### src/hw/rtl/assert_macros.svh
// Assertion macros for the histogram RTL.
// Expects a clock named clk and an active-low reset named arst_n in scope.
`ifndef ASSERT_MACROS_SVH
`define ASSERT_MACROS_SVH

// Antecedent and consequent in the same cycle.
`define FBH_ASSERT_SAME(lbl, ant, cons, msg) \
	lbl: assert property (@(posedge clk) disable iff (!arst_n) (ant) |-> (cons)) \
		else $error(msg);

// Consequent in the cycle after the antecedent.
`define FBH_ASSERT_NEXT(lbl, ant, cons, msg) \
	lbl: assert property (@(posedge clk) disable iff (!arst_n) (ant) |=> (cons)) \
		else $error(msg);

`endif

### src/hw/rtl/fbh_pkg.sv
// Package for the fixed-bin histogram: operation and register codes,
// field widths, reset values and the structs passed between modules.
// No dependencies.
`default_nettype none

package fbh_pkg;

	localparam int MAX_BINS_DEF = 256;

	// Field widths
	localparam int SAMPLE_W = 32;
	localparam int VAL_W    = 31;
	localparam int SIZE_W   = 16;
	localparam int COUNT_W  = 9;
	localparam int CNT_W    = 32;
	localparam int SUM_W    = 63;

	// Operation codes
	localparam logic [1:0] OP_ADD   = 2'd0;
	localparam logic [1:0] OP_CLEAR = 2'd1;
	localparam logic [1:0] OP_READ  = 2'd2;

	// Register select (byte address bit 2)
	localparam logic REG_BIN_SIZE  = 1'b0;
	localparam logic REG_BIN_COUNT = 1'b1;

	// Reset values
	localparam logic [SIZE_W-1:0]  RESET_BIN_SIZE  = 16'd1;
	localparam logic [COUNT_W-1:0] RESET_BIN_COUNT = 9'd256;
	localparam logic [VAL_W-1:0]   RESET_MIN       = 31'(RESET_BIN_SIZE * RESET_BIN_COUNT);

	typedef struct packed {
		logic rd_en;
		logic wr_en;
		logic clr_en;
	} fbh_mem_ctl_t;

	typedef struct packed {
		logic busy;
		logic done;
	} fbh_div_st_t;

endpackage

`default_nettype wire

### src/hw/rtl/fbh_div.sv
// Bit-serial restoring divider: 31-bit dividend by 16-bit divisor,
// one quotient bit per cycle. Depends on fbh_pkg.
`default_nettype none

module fbh_div (
	input  wire logic                       clk,
	input  wire logic                       arst_n,
	input  wire logic                       start,
	input  wire logic [fbh_pkg::VAL_W-1:0]  dividend,
	input  wire logic [fbh_pkg::SIZE_W-1:0] divisor,
	output fbh_pkg::fbh_div_st_t            status,
	output logic      [fbh_pkg::VAL_W-1:0]  quotient
);
	import fbh_pkg::*;

	localparam int CW = $clog2(VAL_W);
	localparam logic [CW-1:0] LAST_STEP = CW'(VAL_W - 1);

	logic [VAL_W-1:0]  dvd_q;
	logic [SIZE_W-1:0] dvs_q;
	logic [SIZE_W:0]   rem_q;
	logic [CW-1:0]     cnt_q;
	logic              busy_q;
	logic              done_q;

	logic [SIZE_W:0]   rem_sh;
	logic [SIZE_W+1:0] diff;
	logic              qbit;

	// Shift in the next dividend bit, trial-subtract, keep on no borrow
	assign rem_sh = {rem_q[SIZE_W-1:0], dvd_q[VAL_W-1]};
	assign diff   = {1'b0, rem_sh} - {2'b00, dvs_q};
	assign qbit   = !diff[SIZE_W+1];

	always_ff @(posedge clk or negedge arst_n) begin
		if (!arst_n) begin
			busy_q <= 1'b0;
			done_q <= 1'b0;
			cnt_q  <= '0;
		end else begin
			done_q <= 1'b0;
			if (start) begin
				busy_q <= 1'b1;
				cnt_q  <= '0;
			end else if (busy_q) begin
				cnt_q <= cnt_q + 1'b1;
				if (cnt_q == LAST_STEP) begin
					busy_q <= 1'b0;
					done_q <= 1'b1;
				end
			end
		end
	end

	always_ff @(posedge clk) begin
		if (start) begin
			dvd_q <= dividend;
			dvs_q <= divisor;
			rem_q <= '0;
		end else if (busy_q) begin
			dvd_q <= {dvd_q[VAL_W-2:0], qbit};
			rem_q <= qbit ? diff[SIZE_W:0] : rem_sh;
		end
	end

	assign status.busy = busy_q;
	assign status.done = done_q;
	assign quotient    = dvd_q;

endmodule

`default_nettype wire

### config.mk
export PLATFORM = sky130hd
export DESIGN_NAME = fbh_div
export DESIGN_NICKNAME = d
export VERILOG_FILES = /design/src/hw/rtl/assert_macros.svh /design/src/hw/rtl/fbh_pkg.sv /design/src/hw/rtl/fbh_div.sv
export SDC_FILE = /design/constraint.sdc
export NUM_CORES = 1
export LEC_CHECK = 0
export ABC_CLOCK_PERIOD_IN_PS = 3200
export BUFFER_PORTS_ARGS = -buffer_cell sky130_fd_sc_hd__buf_2
export CAP_MARGIN = 20
export CORE_UTILIZATION = 54
export DETAILED_ROUTE_END_ITERATION = 8
export HOLD_SLACK_MARGIN = 0.02
export PLACE_DENSITY = 0.79
export SLEW_MARGIN = 15
export SYNTH_ARGS = -nofsm -noshare
export SYNTH_HDL_FRONTEND = slang
export SYNTH_SLANG_ARGS = --single-unit
### constraint.sdc
create_clock -name clk -period 3.2 [get_ports clk]
set_input_delay 0.48 -clock clk [delete_from_list [all_inputs] [get_ports clk]]
set_output_delay 0.48 -clock clk [all_outputs]
set_load 0.01 [all_outputs]
==> metrics.txt, run 1 <==
initial antenna violation count=0; RSZ-0062 raised after global routing=no; ys flop type=edfxtp_1; post-cts resize count=0; vias per inst=5.54; max cap viols=0; failing checks=DRC; # setup viols final=0; min-delay src=divisor[2]; Setup TNS=0 ns; Register Area=0.00191 mm^2; layout cells sized above 1=0.343; ANT cells=0; Routed Antenna Nets=0; post-DP HPWL=between 5000 and 6000 um; number of global-route vias before repair=2649; area occupied by multi-input gates=0.00170 mm^2; aggregate global-route resource usage=0.212; Final Max Slew Viols=0; Global Route met3 Usage=0.0395; chip width=approximately 86 um; Mapped Nets=396; Synth warnings=0; CTS Root Cell=clkbuf_8; Hold Crit Class=input pin to register; number of H-tree levels=3; maximum clock path buffer count=2; Worst Path Max Fanout=6; Site Rows=30; most area-consuming cells after synthesis=edfxtp_1 37%, mux2_2 9.6%, dfxtp_1 8.5%; GR Util met1=0.272; CP startpoint=quotient[30]; CP Class=register to register; Post-synth EDFFs=47; pin count of the biggest net entering global routing=44; Fmax=0.395 GHz; GRT busiest layer=met2; Area Overhead vs Synth=18.3%; min cycle time layout=2.53 ns; FFs w/ async S/R, synth=0.100; CP startpoint kind=register; grt ovf=0; die area=between 0.007 and 0.008 mm^2; top cell type's share of synthesized area=0.374; Residual DRC=1; Distinct cells, synth=between 40 and 50; IO buf count=82; filler instances=532; TritonCTS Buffers=9; post-synthesis cell area=0.00377 mm^2; grt met2 use=0.349; Arr. time, crit path=2.79 ns; Final Hold Vio Count=0; DRT Wirelength=between 7000 and 8000 um; dpl ws=~0.7 ns; setup ws final=0.671 ns; Final Skew=0.00848 ns; critical path capture point type=register; PwrDens=481 mW/mm^2; Max VDD drop=0.286 mV; drt first-iter violations=139; status=complete, but fails checks; routed len/inst=approximately 15 um; Worst slew margin=0.515; CTS Sinks=70; GPL Wtd Cong=0.894; # nets final=478; CP Data Required Time=3.46 ns; FF-to-FF Start=quotient[30]; Ports=83; biggest area consumer among synthesized cells=edfxtp_1; Cells after Synth=~330; Final Cycle Share=0.790; final core area utilization=0.661; Core Region=0.00676 mm^2; clock latency on the worst-skew pair=0.34 ns; Least-Margin Pin Slew=roughly 0.73 ns; initial core utilization=0.558; Pleak=1.98 nW; average size of a mapped cell=11.5 um^2; Reg clk slew, reported paths=roughly 0.080 ns; First-pass DRT Iterations=6; first-pass GRT wire length=around 12000 um; Seq cells post-synth=70; vias=2737; CTS tree=done; sequential area share after synthesis=0.506; die height=between 80 and 90 um
## timing repair
item | in CTS | in global routing
hold endpoints to repair | 7 | 0
setup buffers | 0 | 0
hold buffers | 1 | 0
## metrics by stage
stage | instances | instance area (um^2) | power [mW] | hold slack (ns)
6_report | 494 | 4460 | 2.15 | 0.305
5_1_grt | 494 | 4460 | 2.24 | 0.288
4_1_cts | 494 | 4460 | 2.17 | 0.292
3_5_place_dp | 477 | 4230 | 1.37 | 0.319
3_3_place_gp | 477 | 4230 | 1.36 | 0.318
2_1_floorplan | 327 | 3770 | 1.26 | 0.184
## cell type report
| type | instances | area share |
|---|---|---|
| clock inverters | 6 | 0.0210 |
| flip-flops and latches | 70 | 0.427 |
| inverters | 23 | 0.0193 |
| clock buffers | 10 | 0.0286 |
| repair buffers | 87 | 0.101 |
| well taps | 80 | 0.0224 |
| multi-input cells | 218 | 0.380 |
## cell families after synthesis
group | synth area share
flip-flops | 0.506
AND/OR/NAND/NOR | 0.100
buffers and inverters | 0.0441
adder cells (fa/ha/maj) | 0.0650
AO/OA/AOI/OAI | 0.134
XOR/XNOR | 0.0372
multiplexers | 0.114
## power breakdown
| part | switching, mW | internal [mW] | leakage [nW] |
|---|---|---|---|
| Clock | 0.352 | 0.445 | 0.107 |
| Sequential | 0.0292 | 1.04 | 0.706 |
| Combinational | 0.146 | 0.142 | 1.17 |
| Total | 0.527 | 1.62 | 1.98 |
## synth_stat cells (2+ instances only)
library cell and count:
nor3_1 10, o21bai_1 3, o311a_1 2, nand2b_1 5, mux2_2 32, nand2_1 17
clkbuf_1 11, xor2_1 5, inv_1 23, edfxtp_1 47, a21oi_2 2, xnor2_1 11
o211ai_1 2, ha_1 18, nor3b_1 5, a21o_1 6, o21a_1 2, dfxtp_1 16
a311oi_1 2, a211o_1 5, o21ai_2 2, dfrtp_1 7, nor2_1 26, a21oi_1 15
buf_4 3, mux2i_1 7, o21ai_0 5, a211oi_1 10, nand4_1 6, and3_1 3
## routing by layer
layer / wire length, um / part of all wire / vias to the layer above
met2: 3610 / 0.49 / 57
met1: 3360 / 0.45 / 1295
li1: - / - / 1372
met4: 146 / 0.020 / 0
met3: 284 / 0.038 / 13
met5: 0 / 0 / -
## worst max-delay path, cell delays in order, from the launching register on
cell and delay (ns):
edfxtp_1 0.40, inv_1 0.08, ha_1 0.15, inv_1 0.06
fa_1 0.39, a21o_1 0.23, a221oi_4 0.39, nor3_1 0.12
a211oi_1 0.27, xor2_1 0.10, a311oi_1 0.25
## final timing paths
path                       slack, ns  depth (start not counted)   endpoint
setup reg to reg                0.67                         10  rem_q[14]
hold reg to reg                 0.51                          2   rem_q[6]
hold / removal                  0.30                          1   dvs_q[2]
setup / recovery                0.67                         10  rem_q[14]
min in group asynchronous       0.49                          2   cnt_q[3]
max in group asynchronous       2.56                          2     done_q
## registers in the layout (all words and copies together), names as in the netlist
signal / cells
done_q: 1
rem_q: 16
dvs_q: 16
quotient: 31
busy_q: 1
cnt_q: 5
## placed cells by master, fill, tap and decap left out, types with 2 or more instances in the layout
master,n
and3_1,3
edfxtp_1,47
buf_2,82
mux2i_1,7
o21ai_0,5
a311oi_1,2
a21oi_2,2
a211oi_1,10
nand2_1,17
dfrtp_1,7
clkinv_4,2
ha_1,18
a21oi_1,15
o21bai_1,3
mux2_2,32
inv_1,23
o21a_1,2
o311a_1,2
nor3b_1,5
nand2b_1,5
o21ai_2,2
nand4_1,6
xor2_1,5
clkbuf_8,9
xnor2_1,11
buf_4,4
a21o_1,6
nor3_1,10
o211ai_1,2
dfxtp_1,16
bufinv_16,2
nor2_1,26
a211o_1,5
(Power assumes the default switching activity.)
==> run 2, diff against run 1 <==
--- a/config.mk
+++ b/config.mk
@@ -5,13 +5,13 @@
 export SDC_FILE = /design/constraint.sdc
 export NUM_CORES = 1
 export LEC_CHECK = 0
-export ABC_CLOCK_PERIOD_IN_PS = 3200
+export ABC_CLOCK_PERIOD_IN_PS = 2200
 export BUFFER_PORTS_ARGS = -buffer_cell sky130_fd_sc_hd__buf_2
 export CAP_MARGIN = 20
-export CORE_UTILIZATION = 54
+export CORE_UTILIZATION = 49
 export DETAILED_ROUTE_END_ITERATION = 8
 export HOLD_SLACK_MARGIN = 0.02
-export PLACE_DENSITY = 0.79
+export PLACE_DENSITY = 0.76
 export SLEW_MARGIN = 15
 export SYNTH_ARGS = -nofsm -noshare
 export SYNTH_HDL_FRONTEND = slang
==> constraint.sdc (replaced) <==
create_clock -name clk -period 2.2 [get_ports clk]
set_input_delay 0.33 -clock clk [delete_from_list [all_inputs] [get_ports clk]]
set_output_delay 0.33 -clock clk [all_outputs]
set_load 0.01 [all_outputs]
==> metrics.txt, run 2 (synthesis results as in run 1) <==
GPL Wtd Cong=0.851 (was 0.894); critical path capture point type=register (unchanged); CP Class=register to register (unchanged); most frequent cells in the layout=82 x buf_2, 47 x edfxtp_1, 32 x mux2_2 (unchanged); commonest non-fill, non-tap cell in the layout=buf_2 (unchanged); CTS Root Cell=clkbuf_8 (unchanged); Worst slew margin=0.691 (was 0.515); vias per inst=5.41 (was 5.54); CP startpoint kind=register (unchanged); ANT cells=0 (unchanged); initial antenna violation count=0 (unchanged); RSZ-0062 raised after global routing=yes (was no); Register Area=0.00191 mm^2 (unchanged); max cap viols=0 (unchanged); vias=2886 (was 2737); CP Data Required Time=2.46 ns (was 3.46 ns); PwrDens=657 mW/mm^2 (was 481 mW/mm^2); Least-Margin Pin Slew=0.464 ns (was 0.728 ns); R2R cell count=10 (unchanged); Final Cycle Share=1.05 (was 0.790); Reg clk slew, reported paths=0.08 ns (about the same); Final Skew=0.00897 ns (was 0.00848 ns); DRT Wirelength=8350 um (was 7400 um); crit-path cells=inv_1, ha_2, inv_2, fa_2, a21o_1, a221oi_4, nor3_1, a211oi_1, xor2_1, a311oi_1 (was inv_1, ha_1, inv_1, fa_1, a21o_1, a221oi_4, nor3_1, a211oi_1, xor2_1, a311oi_1); Hold Crit Class=input pin to register (unchanged); first-pass GRT wire length=13600 um (was 12000 um); Arr. time, crit path=2.57 ns (was 2.79 ns); Final Hold Vio Count=0 (unchanged); drt first-iter violations=218 (was 139); Area Overhead vs Synth=27.2% (was 18.3%); Site Rows=31 (was 30); Cells after DPL=514 (was 477); die area=0.00805 mm^2 (was 0.00732 mm^2); failing checks=setup timing (was DRC); area occupied by multi-input gates=0.00182 mm^2 (was 0.00170 mm^2); slowest stage delay, CP=0.39 ns (was 0.40 ns); layout cells sized above 1=0.415 (was 0.343); die height=89.7 um (was 85.6 um); Final Max Slew Viols=0 (unchanged); number of H-tree levels=3 (unchanged); pin count of the biggest net entering global routing=32 (was 44); maximum clock path buffer count=2 (unchanged); status=complete, but fails checks (unchanged); max FFs per register=31 (unchanged); Crit-path slowest cell=edfxtp_1 (unchanged); Residual DRC=0 (was 1); IO buf count=82 (unchanged); initial core utilization=0.514 (was 0.558); final core area utilization=0.654 (was 0.661); Core Region=0.00733 mm^2 (was 0.00676 mm^2); # setup viols final=4 (was 0); filler instances=582 (was 532); Setup TNS=-0.355 ns (was 0 ns); TritonCTS Buffers=9 (unchanged); number of global-route vias before repair=2833 (was 2649); CTS Sinks=70 (unchanged); grt ovf=0 (unchanged); clock latency on the worst-skew pair=0.35 ns (was 0.34 ns); post-DP HPWL=5760 um (was 5290 um); routed len/inst=15.7 um (was 15.0 um); Post-Layout Cell Count=533 (was 494); Pleak=2.11 nW (was 1.98 nW); Ports=83 (unchanged); # nets final=499 (was 478); Max VDD drop=0.355 mV (was 0.286 mV); min cycle time layout=2.31 ns (was 2.53 ns); chip width=89.7 um (was 85.6 um); hold depth=1 (unchanged); First-pass DRT Iterations=4 (was 6); Fmax=0.433 GHz (was 0.395 GHz); Worst Path Max Fanout=5 (was 6); Routed Antenna Nets=0 (unchanged); CTS tree=done (unchanged); hold slack=0.151 ns (was 0.305 ns); Design Power=3.15 mW (was 2.15 mW); setup ws final=-0.110 ns (was 0.671 ns); aggregate global-route resource usage=0.214 (was 0.212)
## run 2: cell count changes in the layout (fill, tap and decap cells not counted), moves of 3 or more
cell,delta
a21oi_2,+4
ha_4,+3
buf_12,+3
ha_1,-4
buf_4,+18
o21ai_0,-3
a21oi_1,-5
## run 2: path summary, 6_finish.rpt
kind                         startpoint        end  slack [ns]
max                        quotient[30]  rem_q[14]       -0.11
min reg2reg                    rem_q[3]   rem_q[3]        0.52
min                          divisor[2]   dvs_q[2]        0.15
min in group asynchronous        arst_n   cnt_q[0]        0.34
max reg2reg                quotient[30]  rem_q[14]       -0.11
max in group asynchronous        arst_n   cnt_q[2]        1.70
## run 2: area by class of cell
| cell class | count | share of cell area |
|---|---|---|
| clock inverters | 6 | 0.0183 |
| flip-flops and latches | 70 | 0.397 |
| clock buffers | 9 | 0.0258 |
| inverters | 23 | 0.0180 |
| repair buffers | 108 | 0.135 |
| well taps | 99 | 0.0258 |
| multi-input cells | 218 | 0.380 |
## run 2: layer usage
layer / vias to the layer above / wire length (um) / GRT usage
met4: 0 / 128 / 0.0779
li1: 1407 / - / -
met3: 12 / 347 / 0.0465
met2: 71 / 4210 / 0.350
met1: 1396 / 3660 / 0.279
met5: - / 0 / 0
## run 2: power breakdown
| group | switching, mW | internal, mW |
|---|---|---|
| registers | 0.0451 | 1.51 |
| clock network | 0.491 | 0.631 |
| logic | 0.238 | 0.242 |
## run 2: timing repair
item	4_1_cts	5_1_grt
setup endpoints to repair	5	17
hold buffers	1	0
pin swaps	5	5
gates resized for setup	5	20
hold endpoints to repair	7	0
gates cloned	0	0
buffers inserted	3	0
## run 2: per-stage QoR
step / cell area (um^2) / worst slack, ns
2_1_floorplan: 3770 / -0.0650
3_3_place_gp: 4430 / -0.0834
3_5_place_dp: 4430 / -0.153
4_1_cts: 4690 / -0.119
5_1_grt: 4800 / -0.229
6_report: 4800 / -0.110
## run 2: critical path, delay by kind of cell (launching register included)
kind | cells | cell delay (ns)
flops | 1 | 0.39
xor+xnor | 1 | 0.10
compound gates | 4 | 1.01
simple gates | 1 | 0.09
buf+inv | 2 | 0.12
fa+ha+maj | 2 | 0.51
==> run 3, diff against run 2 <==
--- a/config.mk
+++ b/config.mk
@@ -5,13 +5,16 @@
 export SDC_FILE = /design/constraint.sdc
 export NUM_CORES = 1
 export LEC_CHECK = 0
+export ABC_AREA = 0
 export ABC_CLOCK_PERIOD_IN_PS = 2200
 export BUFFER_PORTS_ARGS = -buffer_cell sky130_fd_sc_hd__buf_2
 export CAP_MARGIN = 20
-export CORE_UTILIZATION = 49
+export CELL_PAD_IN_SITES_DETAIL_PLACEMENT = 0
+export CELL_PAD_IN_SITES_GLOBAL_PLACEMENT = 1
+export CORE_UTILIZATION = 39
 export DETAILED_ROUTE_END_ITERATION = 8
 export HOLD_SLACK_MARGIN = 0.02
-export PLACE_DENSITY = 0.76
+export PLACE_DENSITY_LB_ADDON = 0.1
 export SLEW_MARGIN = 15
 export SYNTH_ARGS = -nofsm -noshare
 export SYNTH_HDL_FRONTEND = slang
==> metrics.txt, run 3 (synthesis results as in run 1) <==
R2R cell count=10 (unchanged); Final Skew=0.00994 ns (was 0.00897 ns); first-pass GRT wire length=13200 um (was 13600 um); # nets final=503 (was 499); GPL Wtd Cong=0.863 (was 0.851); chip width=100 um (was 89.7 um); Hold Crit Class=input pin to register (unchanged); clock latency on the worst-skew pair=0.34 ns (was 0.35 ns); Routed Antenna Nets=0 (unchanged); Arr. time, crit path=2.57 ns (about the same); Max VDD drop=0.426 mV (was 0.355 mV); pin count of the biggest net entering global routing=32 (unchanged); ANT cells=0 (unchanged); Top Layer Used=met4 (unchanged); Sw Share=0.253 (was 0.245); WL met1=3920 um (was 3660 um); metal2 WL=3910 um (was 4210 um); layout cells sized above 1=0.426 (was 0.415); CP Data Required Time=2.43 ns (was 2.46 ns); Final Max Slew Viols=0 (unchanged); maximum clock path buffer count=2 (unchanged); failing checks=setup timing (unchanged); post-DP HPWL=5880 um (was 5760 um); max FFs per register=31 (unchanged); aggregate global-route resource usage=0.172 (was 0.214); number of global-route vias before repair=2670 (was 2833); Post-Layout Cell Count=568 (was 533); RSZ-0062 raised after global routing=yes (unchanged); Residual DRC=0 (unchanged); combinational share of power=0.154 (was 0.152); Final Hold Vio Count=0 (unchanged); Ports=83 (unchanged); PwrDens=633 mW/mm^2 (was 657 mW/mm^2); Fmax=0.427 GHz (was 0.433 GHz); Pleak=2.10 nW (was 2.11 nW); IO buf count=82 (unchanged); routed len/inst=14.5 um (was 15.7 um); First-pass DRT Iterations=4 (unchanged); Reg clk slew, reported paths=0.08 ns (about the same); initial antenna violation count=0 (unchanged); die area=0.0101 mm^2 (was 0.00805 mm^2); CTS tree=done (unchanged); # setup viols final=5 (was 4); setup ws final=-0.141 ns (was -0.110 ns); Clock Power Share=0.342 (was 0.356); Psw=779 uW (was 774 uW); Design Power=3.08 mW (was 3.15 mW); R2R Setup Slk=-0.14 ns (was -0.11 ns); most frequent cells in the layout=82 x buf_2, 47 x edfxtp_1, 32 x mux2_2 (unchanged); DRT Wirelength=8260 um (was 8350 um); Final Cycle Share=1.06 (was 1.05); drt first-iter violations=127 (was 218); CP Class=register to register (unchanged); Area Overhead vs Synth=28.8% (was 27.2%); CTS Root Cell=clkbuf_8 (unchanged); grt ovf=0 (unchanged); Least-Margin Pin Slew=0.411 ns (was 0.464 ns); WL met3=275 um (was 347 um); vias per inst=4.98 (was 5.41); Reg power frac=0.503 (was 0.492); Worst Path Max Fanout=5 (unchanged); Worst slew margin=0.724 (was 0.691); internal power=2.30 mW (was 2.38 mW); TritonCTS Buffers=9 (unchanged); critical path capture point type=register (unchanged); status=complete, but fails checks (unchanged); max cap viols=0 (unchanged); Site Rows=35 (was 31); Cells after DPL=546 (was 514); vias=2831 (was 2886); CTS Sinks=70 (unchanged); die height=100 um (was 89.7 um); hold depth=1 (unchanged); CP startpoint kind=register (unchanged); Core Region=0.00928 mm^2 (was 0.00733 mm^2); min cycle time layout=2.34 ns (was 2.31 ns); number of H-tree levels=3 (unchanged); commonest non-fill, non-tap cell in the layout=buf_2 (unchanged); initial core utilization=0.406 (was 0.514)
[run 3: final cells by class]
cell class / instances / area (um^2)
multi-input combinational: 218 / 1840
timing repair buffer: 112 / 668
inverter: 23 / 86.3
sequential: 70 / 1910
clock inverter: 6 / 61.3
clock buffer: 10 / 138
tap: 129 / 161
fill: 870 / 4430
[run 3: worst max-delay path: stages (launching register included)]
cell	delay (ns)
edfxtp_1	0.38
inv_1	0.07
ha_2	0.18
inv_2	0.04
fa_2	0.33
a21o_1	0.20
a221oi_4	0.37
o21bai_1	0.11
a21oi_1	0.17
xnor2_1	0.10
a211o_1	0.28
[run 3: per-layer routing]
| layer | up-vias | GRT usage |
|---|---|---|
| met2 | 56 | 0.271 |
| met4 | 0 | 0.0691 |
| met5 | - | 0 |
| met1 | 1350 | 0.229 |
| li1 | 1414 | - |
| met3 | 11 | 0.0369 |
[run 3: power groups by stage]
stage          combinational (mW)  clock (mW)  sequential (mW)
4_1_cts                     0.456        1.09             1.55
3_3_place_gp                0.438           0             1.57
3_5_place_dp                0.442           0             1.58
6_report                    0.475        1.05             1.55
5_1_grt                     0.527        1.13             1.56
2_1_floorplan               0.237           0             1.60
[run 3: worst paths after layout]
check | from | endpoint
setup / recovery | quotient[30] | rem_q[8]
max in group asynchronous | arst_n | cnt_q[1]
min in group asynchronous | arst_n | cnt_q[2]
hold reg to reg | rem_q[4] | rem_q[4]
hold / removal | divisor[15] | dvs_q[15]
setup reg to reg | quotient[30] | rem_q[8]
[run 3: repair_timing]
| item | 4_1_cts | 5_1_grt |
|---|---|---|
| buffers inserted | 3 | 3 |
| hold endpoints to repair | 7 | 0 |
| cloned | 0 | 1 |
| pin swaps | 1 | 14 |
| hold buffers | 1 | 0 |
| setup endpoints to repair | 4 | 17 |
| gates resized for setup | 0 | 27 |
[run 3: per-stage QoR]
step | hold WS, ns | setup TNS (ns) | worst slack [ns] | cell area, um^2 | util
6_report | 0.156 | -0.463 | -0.141 | 4860 | 0.523
5_1_grt | 0.136 | -1.37 | -0.302 | 4860 | 0.523
4_1_cts | 0.138 | -0.362 | -0.122 | 4690 | 0.505
3_5_place_dp | 0.174 | -0.474 | -0.159 | 4460 | 0.480
3_3_place_gp | 0.173 | -0.240 | -0.0994 | 4460 | 0.480
2_1_floorplan | 0.0344 | -0.145 | -0.0650 | 3770 | -
